<file path="config.mk">
export PLATFORM = sky130hd
export DESIGN_NAME = dmc_stack
export DESIGN_NICKNAME = d
export VERILOG_FILES = /design/src/sv/dmc_pkg.sv /design/src/sv/dmc_stack.sv
export SDC_FILE = /design/constraint.sdc
export NUM_CORES = 2
export LEC_CHECK = 0
export BUFFER_PORTS_ARGS = -buffer_cell sky130_fd_sc_hd__buf_2
export CORE_ASPECT_RATIO = 1.2
export CORE_UTILIZATION = 59
export CTS_BUF_LIST = sky130_fd_sc_hd__clkbuf_2 sky130_fd_sc_hd__clkbuf_4 sky130_fd_sc_hd__clkbuf_8
export CTS_CLUSTER_SIZE = 25
export DETAILED_ROUTE_END_ITERATION = 12
export PLACE_DENSITY = 0.84
export SLEW_MARGIN = 20
export SYNTH_ARGS = -nofsm -noshare
export SYNTH_HDL_FRONTEND = slang
export SYNTH_MEMORY_MAX_BITS = 65536
export SYNTH_SLANG_ARGS = --single-unit
</file>
<file path="constraint.sdc">
create_clock -name clk_i -period 4.7 [get_ports clk_i]
set_clock_uncertainty 0.2 [all_clocks]
set_input_delay 0.705 -clock clk_i [delete_from_list [all_inputs] [get_ports clk_i]]
set_output_delay 0.705 -clock clk_i [all_outputs]
set_load 0.01 [all_outputs]
</file>
<file path="src/sv/dmc_pkg.sv">
package dmc_pkg;

  // Default grid size
  localparam int MAX_COLS_DEF = 32;
  localparam int MAX_ROWS_DEF = 16;

  // Width that the area limits are compared in (covers up to 127 columns or rows)
  localparam int AREA_W = 7;

  localparam logic [1:0] CMD_START = 2'd0;
  localparam logic [1:0] CMD_CARVE = 2'd1;
  localparam logic [1:0] CMD_READ  = 2'd2;

  localparam logic [1:0] DIR_N = 2'd0;
  localparam logic [1:0] DIR_E = 2'd1;
  localparam logic [1:0] DIR_S = 2'd2;
  localparam logic [1:0] DIR_W = 2'd3;

  localparam logic [1:0] CFG_IDX_WIDTH  = 2'd0;
  localparam logic [1:0] CFG_IDX_HEIGHT = 2'd1;

  localparam logic [5:0] WIDTH_RST  = 6'd21;
  localparam logic [4:0] HEIGHT_RST = 5'd15;

  localparam logic [3:0] ALL_WALLS = 4'hF;

  typedef struct packed {
    logic [1:0]  command;
    logic [4:0]  cell_col;
    logic [3:0]  cell_row;
    logic [15:0] random_value;
  } in_beat_t;

  typedef struct packed {
    logic [4:0] from_col;
    logic [3:0] from_row;
    logic [1:0] direction;
    logic       carved;
    logic       done_res;
    logic [3:0] wall_bits;
    logic       bad_coordinate;
  } out_beat_t;

  typedef struct packed {
    logic       visited;
    logic [3:0] walls;
  } cell_word_t;

  typedef struct packed {
    logic clear;
    logic push;
    logic pop;
  } stack_op_t;

  function automatic logic [3:0] wall_mask(logic [1:0] dir);
    logic [3:0] m;
    m = '0;
    unique case (dir)
      DIR_N: m = 4'b0001;
      DIR_E: m = 4'b0010;
      DIR_S: m = 4'b0100;
      DIR_W: m = 4'b1000;
      default: m = '0;
    endcase
    return m;
  endfunction

  function automatic logic [3:0] opp_mask(logic [1:0] dir);
    logic [3:0] m;
    m = '0;
    unique case (dir)
      DIR_N: m = 4'b0100;
      DIR_E: m = 4'b1000;
      DIR_S: m = 4'b0001;
      DIR_W: m = 4'b0010;
      default: m = '0;
    endcase
    return m;
  endfunction

  // rnd mod cnt for cnt in 1..4; mod 3 by digit sum in base 4, as 4 == 1 (mod 3)
  function automatic logic [1:0] pick_slot(logic [15:0] rnd, logic [2:0] cnt);
    logic [4:0] s;
    logic [2:0] t;
    logic [1:0] r;
    s = '0;
    for (int i = 0; i < 8; i++) begin
      s = s + 5'(rnd[2*i +: 2]);
    end
    t = 3'(s[1:0]) + 3'(s[3:2]) + 3'(s[4]);
    if (t >= 3'd6) begin
      t = t - 3'd6;
    end else if (t >= 3'd3) begin
      t = t - 3'd3;
    end
    case (cnt)
      3'd2:    r = {1'b0, rnd[0]};
      3'd3:    r = t[1:0];
      3'd4:    r = rnd[1:0];
      default: r = 2'd0;
    endcase
    return r;
  endfunction

endpackage

</file>
<file path="src/sv/dmc_stack.sv">
module dmc_stack #(
  parameter int ENTRY_W = 9,
  parameter int DEPTH   = 512
) (
  input  logic               clk_i,
  input  logic               rst_ni,
  input  dmc_pkg::stack_op_t op_i,
  input  logic [ENTRY_W-1:0] wdata_i,
  input  logic               rd_i,
  output logic [ENTRY_W-1:0] rdata_o,
  output logic               empty_o,
  output logic               last_o,
  output logic               full_o
);
  import dmc_pkg::*;

  localparam int DW = $clog2(DEPTH + 1);
  localparam int IW = $clog2(DEPTH);

  logic [ENTRY_W-1:0] mem_q [DEPTH];
  logic [ENTRY_W-1:0] rdata_q;
  logic [DW-1:0]      depth_q, depth_d;
  logic [DW-1:0]      top_w;

  assign top_w = depth_q - DW'(1);

  always_comb begin
    depth_d = depth_q;
    if (op_i.clear) begin
      depth_d = '0;
    end else if (op_i.push) begin
      depth_d = depth_q + DW'(1);
    end else if (op_i.pop) begin
      depth_d = top_w;
    end
  end

  always_ff @(posedge clk_i or negedge rst_ni) begin
    if (!rst_ni) begin
      depth_q <= '0;
    end else begin
      depth_q <= depth_d;
    end
  end

  always_ff @(posedge clk_i) begin
    if (op_i.push && !op_i.clear) begin
      mem_q[depth_q[IW-1:0]] <= wdata_i;
    end
  end

  always_ff @(posedge clk_i) begin
    if (rd_i) begin
      rdata_q <= mem_q[top_w[IW-1:0]];
    end
  end

  assign rdata_o = rdata_q;
  assign empty_o = (depth_q == '0);
  assign last_o  = (depth_q == DW'(1));
  assign full_o  = (depth_q == DW'(DEPTH));

endmodule

</file>
# Yosys cells after proc, flatten, opt, wreduce, memory -nomap -nowiden
# Memory sizes are Yosys's and may differ from the RTL's. A register that Yosys moved wholly into a read port is not among the register bits.
# Cells that the tools add are included.
[totals]
elab_cells = 15
output_inout_bits = 12
mem_count = 1
register_bits = 10
mem_bits_rw = 4608
[memory_table]
columns = ["memory", "depth", "width", "rd", "rd_clocked_by_memory_dff", "write_ports", "line_no", "text"]
rows = [
  ["mem_q", 512, 9, 1, 1, 1, "dmc_stack.sv:20", "logic [ENTRY_W-1:0] mem_q [DEPTH];"],
]
[op_classes]
mux = 5
n_reduce_logical = 4
n_eq_ne = 2
add_sub_neg = 2
[op_table]
columns = ["operator", "count"]
rows = [
  ["$mux W10", 3],
  ["$add A10 B1 Y10 const B", 1],
  ["$eq A10 B1 Y1 const B", 1],
  ["$eq A10 B10 Y1 const B", 1],
  ["$logic_not A10 Y1", 1],
  ["$sub A10 B1 Y10 const B", 1],
  ["$reduce_bool A3 Y1", 1],
  ["$mux W1", 2],
  ["$logic_and A1 B1 Y1", 1],
  ["$logic_not A1 Y1", 1],
]

# Depth between registers and ports, before layout
[logic_depth]
word_depth = 4
depth_mapped = 21

# Least setup slack after synthesis
# OpenSTA, ideal clock, no wires.
[synth_timing]
path_kind = "flip-flop to flip-flop"
from = "register depth_q[0]"
to = "register rdata_q[8], in the netlist rdata_o[8] (read register of mem_q), data pin"
t_arrival_ps = 4412
slack_ps = -184
setup_ps = 272
required_time_ps = 4228
stages_incl_launch_ff = 18
path_cell_list = "dfrtp_1 -> buf_6 -> buf_6 -> buf_6 -> clkinv_1 -> buf_1 -> clkbuf_1 -> ha_1 -> buf_2 -> clkbuf_1 -> clkbuf_1 -> clkbuf_1 -> mux4_2 -> a22oi_1 -> nand2_1 -> a211oi_1 -> a31oi_1 -> or4_1"
[synth_between]
elab_chain_cells = 1
[synth_rtl]
columns = ["element", "line_no", "text"]
rows = [
  ["start: declaration", "dmc_stack.sv:22", "logic [DW-1:0] depth_q, depth_d;"],
  ["start signal: assignment", "dmc_stack.sv:42", "depth_q <= depth_d;"],
  ["$sub A10 B1 Y10", "dmc_stack.sv:25", "assign top_w = depth_q - DW'(1);"],
  ["end: declaration", "dmc_stack.sv:21", "logic [ENTRY_W-1:0] rdata_q;"],
]
# No other way between the ends.
# A chain may end at the register's enable or synchronous reset.

# Final worst setup path
[layout_timing]
from = "register depth_q[0]"
to = "register rdata_q[7], in the netlist rdata_o[7] (read register of mem_q), data pin"
# The elaborated chain is that of the path after synthesis.

==> impl_metrics.ini <==
[pwr]
ir_drop_mv = 0.371
power_frac_comb = 0.169
seq_power_share = 0.497
p_sw_uw = 25300
power.density_nw_per_um2 = 455
leakage_uw = 0.0640
p_sw_frac = 0.275
p_clk_frac = 0.334
internal-power_uw = 66700

[synth]
syn_area_um2 = 180000
yosysSeqAreaShare = 0.773
syn-num-nets = 8822
synth_top_area_frac = 0.772
yosys.area.top_type = edfxtp_1
synth_cell_types = 78
syn_area_per_cell_um2 = 20.4
synth_common_cells = 4617 x edfxtp_1, 1093 x mux4_2, 820 x nand2_1
ys_warn_count = 0
yosysMostFrequentCell = edfxtp_1
synthFlopType = edfxtp_1
synthCells = 8802
async_reset_ff_frac = 0.00216
synthTopCellsByArea = edfxtp_1 77%, mux4_2 14%, nand2_1 1.7%
synth_edf_count = 4617
synth-seq-cells = 4627

[placement]
port_buffers = 26
gp_congestion = 0.974
dp_cells = 13000
dpl-instance-area_um2 = 189000
hpwl_um = 302000

[global_routing]
grt_pass1_wl_um = 699000
use_met2 = 0.506
grt-ovfl-total = 0
grt_pass1_vias = 99400
grt_max_degree = 134
use_met1 = 0.392
grt_usage = 0.321
grt.busiest_layer = met2
antenna_found_initial = 46
grt_util_met3 = 0.0836

[timing]
tightest_slew_ns = 1.31
finalCriticalPeriod_ns = 4.88
slew_headroom = 0.124
hold_slack_ns = 0.0652
tns_ns = -0.424
report.final.hold_viol_count = 0
setup_violations = 4
fmax_ghz = 0.205
setup_ws_ns = -0.178
rsz0062_at_grt = yes
fin_crit_sh = 1.04
final_max_slew_viol_count = 0

[clock_tree]
cts_sinks = 4627
path_clk_slew_ns = 0.06
root_buffer = clkbuf_8
htree_levels = 6
cts_tree = yes
cts-buffers-inserted = 654
clock_latency_ns = 1.11
cts_buffer_depth = 4

[setup_path]
worstReg2RegStart = depth_q[0]
criticalPathCategory = flip-flop to flip-flop
r2r_cells = 13
path_max_fanout = 36
r2r-end = rdata_o[7]
arrival_ns = 5.54
reg2reg_slack_ns = -0.18
crit_required_ns = 5.36
cp-start-kind = flip-flop
crit_start = depth_q[0]
cp-end-kind = flip-flop

[worst_hold_path]
holdPathStages = 1
hold_end = mem_q[174][5]
hp-start = wdata_i[5]
hold_path_class = primary input to flip-flop

[floorplan]
coreArea_um2 = 303000
die_width_um = 506
die_y_um = 607
initial_core_util = 0.594
pin_count = 27
fp-row-count = 221
die-area_um2 = 307000

[route]
via_count = 98800
drt_iter0_drc = 17400
ant_nets = 0
firstDrtPassIters = 9
via_per_inst = 6.95
wl_per_cell_um = 34.8
drt-total-wl_um = 494000
drc = 0

[layout]
area_growth_syn_to_layout_pct = 12.4
drive_above_1_share = 0.287
nNetsFinal = 9703
fin_cells = 14200
fin_area_um2 = 202000
utilization = 0.668

[outcome]
violations = setup timing
status = finished, violations left

[run]
maxCapViolations = 0
power by group through the flow:
stage / combinational [uW] / clock, uW / sequential (uW)
final: 15600 / 30700 / 45700
after global routing: 15600 / 32300 / 45600
after CTS: 15000 / 30700 / 45600
after detailed placement: 14700 / 0 / 46500
after global placement: 14400 / 0 / 46500
after floorplan: 8160 / 0 / 46400
cells in the final DEF (no fill, tap or decap), types with 26 or more instances in the layout:
cell type      n
edfxtp_1    4617
mux4_2      1093
nand2_1      805
clkbuf_8     670
buf_4        611
nor2_1       565
nand3_1      255
clkbuf_4     203
mux2i_1      173
clkinv_1     144
buf_12       102
a22oi_1      100
a21oi_1       82
a31oi_1       82
a32oi_1       70
clkinv_2      70
o21ai_0       43
nand4_1       42
diode_2       29
a221oi_1      27
clkinvlp_4    26
worst max path at each step:
stage                     cells past startpoint          to  slack (ns)
after floorplan                              18  rdata_o[7]       -0.03
after global placement                       14  rdata_o[7]       -0.28
after detailed placement                     14  rdata_o[7]       -0.31
after CTS                                    14  rdata_o[7]        0.01
after global routing                         13  rdata_o[7]       -0.03
final                                        13  rdata_o[7]       -0.18
critical path, cell delays in order, from the launching register on:
cell	delay, ns
dfrtp_4	0.45
inv_2	0.07
ha_4	0.50
buf_4	0.27
buf_4	0.21
buf_12	0.25
mux4_2	0.36
a22oi_1	0.53
a21oi_1	0.18
o41ai_1	0.46
buf_4	0.18
nand4_1	0.34
buf_4	0.29
or3_1	0.31
logic make-up (layout without fill, tap and decap cells):
group / Yosys count / in the layout / synth area share
and+or+nand+nor: 1814 / 1815 / 0.0422
other: 0 / 29 / 0
xor gates and xnor gates: 13 / 13 / 0.000780
buffers and inverters: 543 / 1910 / 0.0156
DFF: 4627 / 4627 / 0.773
adders and majority gates: 5 / 5 / 0.000348
AOI/OAI and AO/OA: 531 / 531 / 0.0212
muxes: 1269 / 1269 / 0.147
what timing repair did:
item | in CTS | in global routing
gates resized for setup | 14 | 17
pin swaps | 4 | 0
endpoints found under the setup margin | 9 | 7
gates cloned | 2 | 0
hold buffers | 13 | 0
hold endpoints to repair | 280 | 0
buffers inserted | 6 | 0
through the flow:
| step | setup WS, ns | total power (uW) |
|---|---|---|
| 4_1_cts | 0.0125 | 91300 |
| 2_1_floorplan | -0.0313 | 54600 |
| 6_report | -0.178 | 91900 |
| 3_5_place_dp | -0.307 | 61200 |
| 3_3_place_gp | -0.275 | 60900 |
| 5_1_grt | -0.0288 | 93600 |
sequential cells by signal, summed over array words and instances (netlist names):
register,cells
rdata_o,9
depth_q,10
mem_q,4608
metal layers:
metal,vias up,part of all wire,routed length (um)
met5,-,0.00059,293
met4,36,0.085,41900
met3,2240,0.14,67300
met2,9277,0.47,233000
met1,49200,0.31,151000
li1,38000,-,-
final cells by class:
type,count,area (um^2)
Sequential cell,4627,139000
Multi-Input combinational cell,3633,38400
Inverter,6,22.5
Tap cell,4014,5020
Timing Repair Buffer,761,7170
Antenna cell,29,72.6
Clock buffer,873,10700
Clock inverter,270,1670
Fill cell,17200,100000
Note: power is estimated with default switching activity, not from simulation.
