--- src/sv/dmc_pkg.sv ---
package dmc_pkg;

  // Default grid size
  localparam int MAX_COLS_DEF = 32;
  localparam int MAX_ROWS_DEF = 16;

  // Width that the area limits are compared in (covers up to 127 columns or rows)
  localparam int AREA_W = 7;

  localparam logic [1:0] CMD_START = 2'd0;
  localparam logic [1:0] CMD_CARVE = 2'd1;
  localparam logic [1:0] CMD_READ  = 2'd2;

  localparam logic [1:0] DIR_N = 2'd0;
  localparam logic [1:0] DIR_E = 2'd1;
  localparam logic [1:0] DIR_S = 2'd2;
  localparam logic [1:0] DIR_W = 2'd3;

  localparam logic [1:0] CFG_IDX_WIDTH  = 2'd0;
  localparam logic [1:0] CFG_IDX_HEIGHT = 2'd1;

  localparam logic [5:0] WIDTH_RST  = 6'd21;
  localparam logic [4:0] HEIGHT_RST = 5'd15;

  localparam logic [3:0] ALL_WALLS = 4'hF;

  typedef struct packed {
    logic [1:0]  command;
    logic [4:0]  cell_col;
    logic [3:0]  cell_row;
    logic [15:0] random_value;
  } in_beat_t;

  typedef struct packed {
    logic [4:0] from_col;
    logic [3:0] from_row;
    logic [1:0] direction;
    logic       carved;
    logic       done_res;
    logic [3:0] wall_bits;
    logic       bad_coordinate;
  } out_beat_t;

  typedef struct packed {
    logic       visited;
    logic [3:0] walls;
  } cell_word_t;

  typedef struct packed {
    logic clear;
    logic push;
    logic pop;
  } stack_op_t;

  function automatic logic [3:0] wall_mask(logic [1:0] dir);
    logic [3:0] m;
    m = '0;
    unique case (dir)
      DIR_N: m = 4'b0001;
      DIR_E: m = 4'b0010;
      DIR_S: m = 4'b0100;
      DIR_W: m = 4'b1000;
      default: m = '0;
    endcase
    return m;
  endfunction

  function automatic logic [3:0] opp_mask(logic [1:0] dir);
    logic [3:0] m;
    m = '0;
    unique case (dir)
      DIR_N: m = 4'b0100;
      DIR_E: m = 4'b1000;
      DIR_S: m = 4'b0001;
      DIR_W: m = 4'b0010;
      default: m = '0;
    endcase
    return m;
  endfunction

  // rnd mod cnt for cnt in 1..4; mod 3 by digit sum in base 4, as 4 == 1 (mod 3)
  function automatic logic [1:0] pick_slot(logic [15:0] rnd, logic [2:0] cnt);
    logic [4:0] s;
    logic [2:0] t;
    logic [1:0] r;
    s = '0;
    for (int i = 0; i < 8; i++) begin
      s = s + 5'(rnd[2*i +: 2]);
    end
    t = 3'(s[1:0]) + 3'(s[3:2]) + 3'(s[4]);
    if (t >= 3'd6) begin
      t = t - 3'd6;
    end else if (t >= 3'd3) begin
      t = t - 3'd3;
    end
    case (cnt)
      3'd2:    r = {1'b0, rnd[0]};
      3'd3:    r = t[1:0];
      3'd4:    r = rnd[1:0];
      default: r = 2'd0;
    endcase
    return r;
  endfunction

endpackage

--- src/sv/dmc_nbr_unit.sv ---
module dmc_nbr_unit #(
  parameter int COL_W = 5,
  parameter int ROW_W = 4
) (
  input  logic [COL_W-1:0]           cur_col_i,
  input  logic [ROW_W-1:0]           cur_row_i,
  input  logic [1:0]                 dir_i,
  input  logic [dmc_pkg::AREA_W-1:0] eff_w_i,
  input  logic [dmc_pkg::AREA_W-1:0] eff_h_i,
  output logic [COL_W-1:0]           nb_col_o,
  output logic [ROW_W-1:0]           nb_row_o,
  output logic                       ok_o
);
  import dmc_pkg::*;

  logic [COL_W:0] col_x;
  logic [ROW_W:0] row_x;
  logic           low_edge;

  always_comb begin
    col_x    = {1'b0, cur_col_i};
    row_x    = {1'b0, cur_row_i};
    low_edge = 1'b0;
    unique case (dir_i)
      DIR_N: begin
        low_edge = (cur_row_i == '0);
        row_x    = row_x - (ROW_W + 1)'(1);
      end
      DIR_E: col_x = col_x + (COL_W + 1)'(1);
      DIR_S: row_x = row_x + (ROW_W + 1)'(1);
      DIR_W: begin
        low_edge = (cur_col_i == '0);
        col_x    = col_x - (COL_W + 1)'(1);
      end
      default: low_edge = 1'b1;
    endcase
  end

  // the wrapped value on the low edge is masked by low_edge
  assign ok_o     = !low_edge && (AREA_W'(col_x) < eff_w_i) && (AREA_W'(row_x) < eff_h_i);
  assign nb_col_o = col_x[COL_W-1:0];
  assign nb_row_o = row_x[ROW_W-1:0];

endmodule

--- config.mk ---
export PLATFORM = sky130hd
export DESIGN_NAME = dmc_nbr_unit
export DESIGN_NICKNAME = d
export VERILOG_FILES = /design/src/sv/dmc_pkg.sv /design/src/sv/dmc_nbr_unit.sv
export SDC_FILE = /design/constraint.sdc
export NUM_CORES = 1
export LEC_CHECK = 0
export BUFFER_PORTS_ARGS = -buffer_cell sky130_fd_sc_hd__buf_2
export CORE_UTILIZATION = 50
export DETAILED_ROUTE_END_ITERATION = 10
export PLACE_DENSITY = 0.87
export SYNTH_ARGS = -nofsm -noshare
export SYNTH_HDL_FRONTEND = slang
export SYNTH_SLANG_ARGS = --single-unit
--- constraint.sdc ---
create_clock -name vclk -period 8.3
set_input_delay 1.245 -clock vclk [all_inputs]
set_output_delay 1.245 -clock vclk [all_outputs]
set_load 0.01 [all_outputs]
======== Word-level counts from Yosys, hierarchy flattened ========
Cells that the tools add are included.
storage, ports and cells
  bits in writable memories ............... 0
  memories ................................ 0
  ROM bits ................................ 0
  flip-flop bits (word level) ............. 0
  word-level logic and storage cells ...... 18
  output and inout port bits .............. 10
  bits in latches ......................... 0
  input bits .............................. 25
cells by class
  magnitude comparators ................... 2
  add/sub/neg operators ................... 4
  shifts and indexed selects .............. 0
  reduce and logical (&&, ||, !) cells .... 6
  eq/ne operators ......................... 3
  bitwise gates (word level) .............. 0
  $mul .................................... 0
  mux-type cells .......................... 3
  divide/modulo/power cells ............... 0
operator list
  kind                                                                   number
  6-bit case mux with 2 select lines                                     1
  5-bit case mux with 2 select lines                                     1
  5-bit by 7-bit less-than comparator with 1-bit output                  1
  6-bit by 7-bit less-than comparator with 1-bit output                  1
  5-bit by 1-bit adder with 6-bit output, second input constant          1
  5-bit by 1-bit subtractor with 6-bit output, second input constant     1
  4-bit by 1-bit adder with 5-bit output, second input constant          1
  5-bit zero test                                                        1
  4-bit by 1-bit subtractor with 5-bit output, second input constant     1
  2-bit equality test, second input constant                             2
  4-bit zero test                                                        1
  2-bit by 1-bit equality test with 1-bit output, second input constant  1
  1-bit logical AND                                                      2
  2-bit zero test                                                        1
  1-bit case mux with 2 select lines                                     1
  1-bit zero test                                                        1

======== Logic depth before layout (Yosys ltp) ========
  depth in word-level cells ............... 5
  mapped depth ............................ 13
  depth with buffers taken out ............ 13

======== Worst setup path after synthesis ========
Ideal clock, no wire load.
  path kind ............................... input to output
  start point ............................. in dir_i[0]
  end point ............................... out ok_o
  cell stages on the path ................. 13
  setup slack ............................. 2.999 ns
  buffers on the path ..................... 0
  arrival time ............................ 4.056 ns
  data required time ...................... 7.055 ns
  path through ............................ inv_1 -> ha_1 -> inv_1 -> ha_1 -> a21o_1 -> a21oi_1 -> xor2_1 -> o21ai_0 -> ha_1 -> and4_1 -> a21o_2 -> a221o_1 -> a2111oi_2
between the ends
  elaborated cells on any way between the ends .. 12
  those cells by class .................... 2 x order compare; 3 x eq/ne; 3 x mux; 4 x reduce/logical
RTL lines
  item                                                           line                text
  from (decl)                                                    dmc_nbr_unit.sv:7   input logic [1:0] dir_i,
  2-bit equality test / 2-bit zero test (equally long branches)  dmc_nbr_unit.sv:24  unique case (dir_i)
  5-bit case mux with 2 select lines *                           dmc_nbr_unit.sv:24
  named net nb_row_o[3]                                          dmc_nbr_unit.sv:11  output logic [ROW_W-1:0] nb_row_o,
  5-bit by 7-bit less-than comparator with 1-bit output *        dmc_nbr_unit.sv:40  assign ok_o = !low_edge && (AREA_W'(col_x) < eff_w_i) && (AREA_W'(row_x) < eff_h_i);
  1-bit logical AND *                                            dmc_nbr_unit.sv:40
  to (decl)                                                      dmc_nbr_unit.sv:12  output logic ok_o
The timed path passes the listed nets; every way through them passes the cells marked *.

======== Final worst setup path ========
  start point ............................. in dir_i[0]
  end point ............................... out ok_o
between the ends
  cells in the longest elaborated chain, start to end .. 5
  elaborated cells on any way between the ends .. 12
  those cells by class .................... 2 x order compare; 3 x eq/ne; 3 x mux; 4 x reduce/logical
RTL lines
  item                                                                                             line
  2-bit equality test (tied with other cells)                                                      dmc_nbr_unit.sv:24
  6-bit case mux with 2 select lines / 1-bit case mux with 2 select lines (equally long branches)  dmc_nbr_unit.sv:24
  6-bit by 7-bit less-than comparator with 1-bit output / 1-bit zero test (equally long branches)  dmc_nbr_unit.sv:40
  1-bit logical AND                                                                                dmc_nbr_unit.sv:40
  1-bit logical AND *                                                                              dmc_nbr_unit.sv:40
Mark *: on every way between the ends. The rest lies on a longest branch, timed or not.

==> impl_results.rst <==
.. list-table::
   :header-rows: 1

   * - Metric
     - Value
   * - DP Worst Slack
     - 2.67 ns
   * - Maximum number of pins on one net before global-route repair
     - 12
   * - Initial standard-cell utilization of the core
     - 0.534
   * - Clk pwr share
     - 0
   * - Status
     - completed
   * - Total Routed Length
     - 1.82 mm
   * - Avg Cell Area, Syn
     - 7.06 um^2
   * - Met1 WL
     - 839 um
   * - Worst Setup End Kind
     - primary output
   * - Count of input and output buffers
     - 35
   * - Unrepaired setup endpoints after global routing
     - no
   * - Overall die width
     - 42.1 um
   * - Leak pwr
     - 0.557 nW
   * - Switching power of the nets
     - 33.6 uW
   * - Power per cell area
     - 65.2 nW/um^2
   * - Gate count after technology mapping
     - 114
   * - IO Pins
     - 35
   * - Core Box Area
     - 1510 um^2
   * - Number of warnings reported in the yosys synthesis log
     - 0
   * - Cell row count
     - 14
   * - Half-perimeter wire length of the detailed placement result
     - 1.56 mm
   * - Synth unique cells
     - 36
   * - Total count of max-transition violations in the final report
     - 0
   * - DR pass1 iterations
     - 4
   * - Switching power share of the total
     - 0.527
   * - Endpoint of the worst hold-timing path
     - nb_row_o[0]
   * - Final sequential cell count
     - 0
   * - Highest routing layer actually used
     - met3
   * - Max Clk Rate
     - 178 MHz
   * - Count of hold-fix buffers inserted at cts
     - 0
   * - PostCTS Resize Cnt
     - 0
   * - Critical path data required time
     - 7.05 ns
   * - Worst-case headroom to the max-slew limit
     - 0.762
   * - DIE AREA
     - 1770 um^2
   * - DRC violations left
     - 0
   * - Post-Syn Area
     - 805 um^2
   * - Remaining number of nets flagged by the antenna check after routing
     - 0
   * - Global route total overflow
     - 0
   * - Final estimated routing congestion in global placement
     - 0.851
   * - Portion of the post-synthesis area used by sequential elements
     - 0
   * - Nets in the synthesized netlist
     - 158
   * - Internal power
     - 30.2 uW
   * - Max-cap check violation count
     - 0
   * - Overall Global Routing Usage
     - 0.215
   * - Transition time at the pin with the least slew margin
     - 0.357 ns
   * - Routed wire length on met2
     - 919 um
   * - Crit path arrival time
     - 4.39 ns
   * - Number of cells on the worst hold path
     - 3
   * - Fin nets
     - 190
   * - Total negative slack
     - 0 ns
   * - Number of buffers added for setup after CTS
     - 0
   * - Via count normalized by instance count
     - 5.47
   * - Crit path max fanout
     - 4
   * - Layout cell share with drive strength beyond 1
     - 0.292
   * - Total met3 wirelength after detailed routing
     - 65 um
   * - Syn-to-layout area delta
     - 21.8%
   * - Final Worst Setup Slack
     - 2.67 ns
   * - Hold/Removal Path Class
     - in -> out
   * - Worst vdd ir
     - 29.5 uV
   * - Relative contribution of combinational cells to total power
     - 1.000
   * - Origin of the worst min-delay path
     - cur_row_i[0]
   * - First-pass GRT wire length
     - 3.22 mm
   * - Final-layout clock buffer total
     - 0
   * - Sequential cell area
     - 0 um^2
   * - Register share of total power
     - 0
   * - 1st-iter DRT viols
     - 15
   * - Via count of the first global-routing pass
     - 824
   * - CP startpoint kind
     - primary input
   * - Setup Crit Path Kind
     - in -> out
   * - Final setup violation count
     - 0
   * - Tcrit/Tclk final
     - 0.679
   * - Die height
     - 42.1 um
   * - Final number of hold-violating endpoints
     - 0
   * - ANT cells
     - 0
   * - Period minus WS final
     - 5.63 ns
   * - Average routed wire per standard cell
     - 11.4 um
   * - Total number of vias
     - 875
   * - Number of antenna violations at the first check in global routing
     - 0
## cell usage in the layout, fill, tap and decap left out, types with 2 or more instances in the layout
cell type,instances
buf_2,35
nor2_1,6
xnor2_1,4
xor2_1,4
o22ai_1,2
o21ai_0,5
nor2b_1,2
nor4b_1,2
a21o_2,3
a21oi_1,10
inv_1,21
nand2_1,6
nand3_1,4
ha_1,18
and4_1,2
## power groups by stage
stage	logic [mW]	clock network, mW	registers [mW]
final	0.0638	0	0
after global routing	0.0728	0	0
after CTS	0.0643	0	0
after global placement	0.0609	0	0
after floorplan	0.0429	0	0
after detailed placement	0.0640	0	0
## worst max path at each step
stage	from	endpoint	cells past startpoint
floorplan	dir_i[0]	ok_o	13
global placement	dir_i[0]	ok_o	15
detailed placement	dir_i[0]	ok_o	15
CTS	dir_i[0]	ok_o	15
global route	dir_i[0]	ok_o	15
finish	dir_i[0]	ok_o	15
## stage by stage
stage / cells / power, mW / instance area, um^2 / utilization / hold WS (ns)
3_3_place_gp: 160 / 0.0609 / 980 / 0.650 / 2.84
4_1_cts: 160 / 0.0643 / 980 / 0.650 / 2.85
6_report: 160 / 0.0638 / 980 / 0.650 / 2.85
3_5_place_dp: 160 / 0.0640 / 980 / 0.650 / 2.85
5_1_grt: 160 / 0.0728 / 980 / 0.650 / 2.87
2_1_floorplan: 114 / 0.0429 / 805 / - / 2.58
## cells in the mapped netlist (2+ instances only)
cell	count	share of area
nor2_1	6	0.028
o21ai_0	5	0.031
and4_1	2	0.022
nand3_1	4	0.025
inv_1	21	0.098
nor2b_1	2	0.016
clkbuf_1	4	0.019
a21o_2	3	0.033
ha_1	18	0.28
xor2_1	4	0.044
nor4b_1	2	0.022
o22ai_1	2	0.016
xnor2_1	4	0.044
a21oi_1	10	0.062
nand2_1	6	0.028
## cell type report
class / instances / area, um^2
timing repair buffer: 35 / 175
multi-input combinational: 88 / 706
tap: 16 / 20.0
fill: 145 / 527
inverter: 21 / 78.8
## worst max-delay path, stage by stage
cell	delay, ns
buf_2	0.12
inv_1	0.08
ha_1	0.29
inv_1	0.14
ha_1	0.33
nor2b_1	0.15
o21ai_0	0.25
a21oi_1	0.12
o21bai_1	0.17
ha_1	0.29
and4_1	0.20
a21o_2	0.21
a221o_1	0.27
a2111oi_2	0.34
buf_2	0.18
## layer usage
metal,GRT usage,vias to the layer above
li1,-,454
met1,0.282,399
met2,0.419,22
met3,0,0
met4,0,0
met5,0,-
## kinds of logic after synthesis
logic type               Yosys count  share of synthesized area
XOR/XNOR                           8                     0.0871
AND/OR/NAND/NOR                   28                      0.196
adder cells (fa/ha/maj)           19                      0.305
multiplexers                       2                     0.0264
buffers and inverters             26                      0.123
AO/OA/AOI/OAI                     31                      0.263
Power figures use the tool's default switching activity.
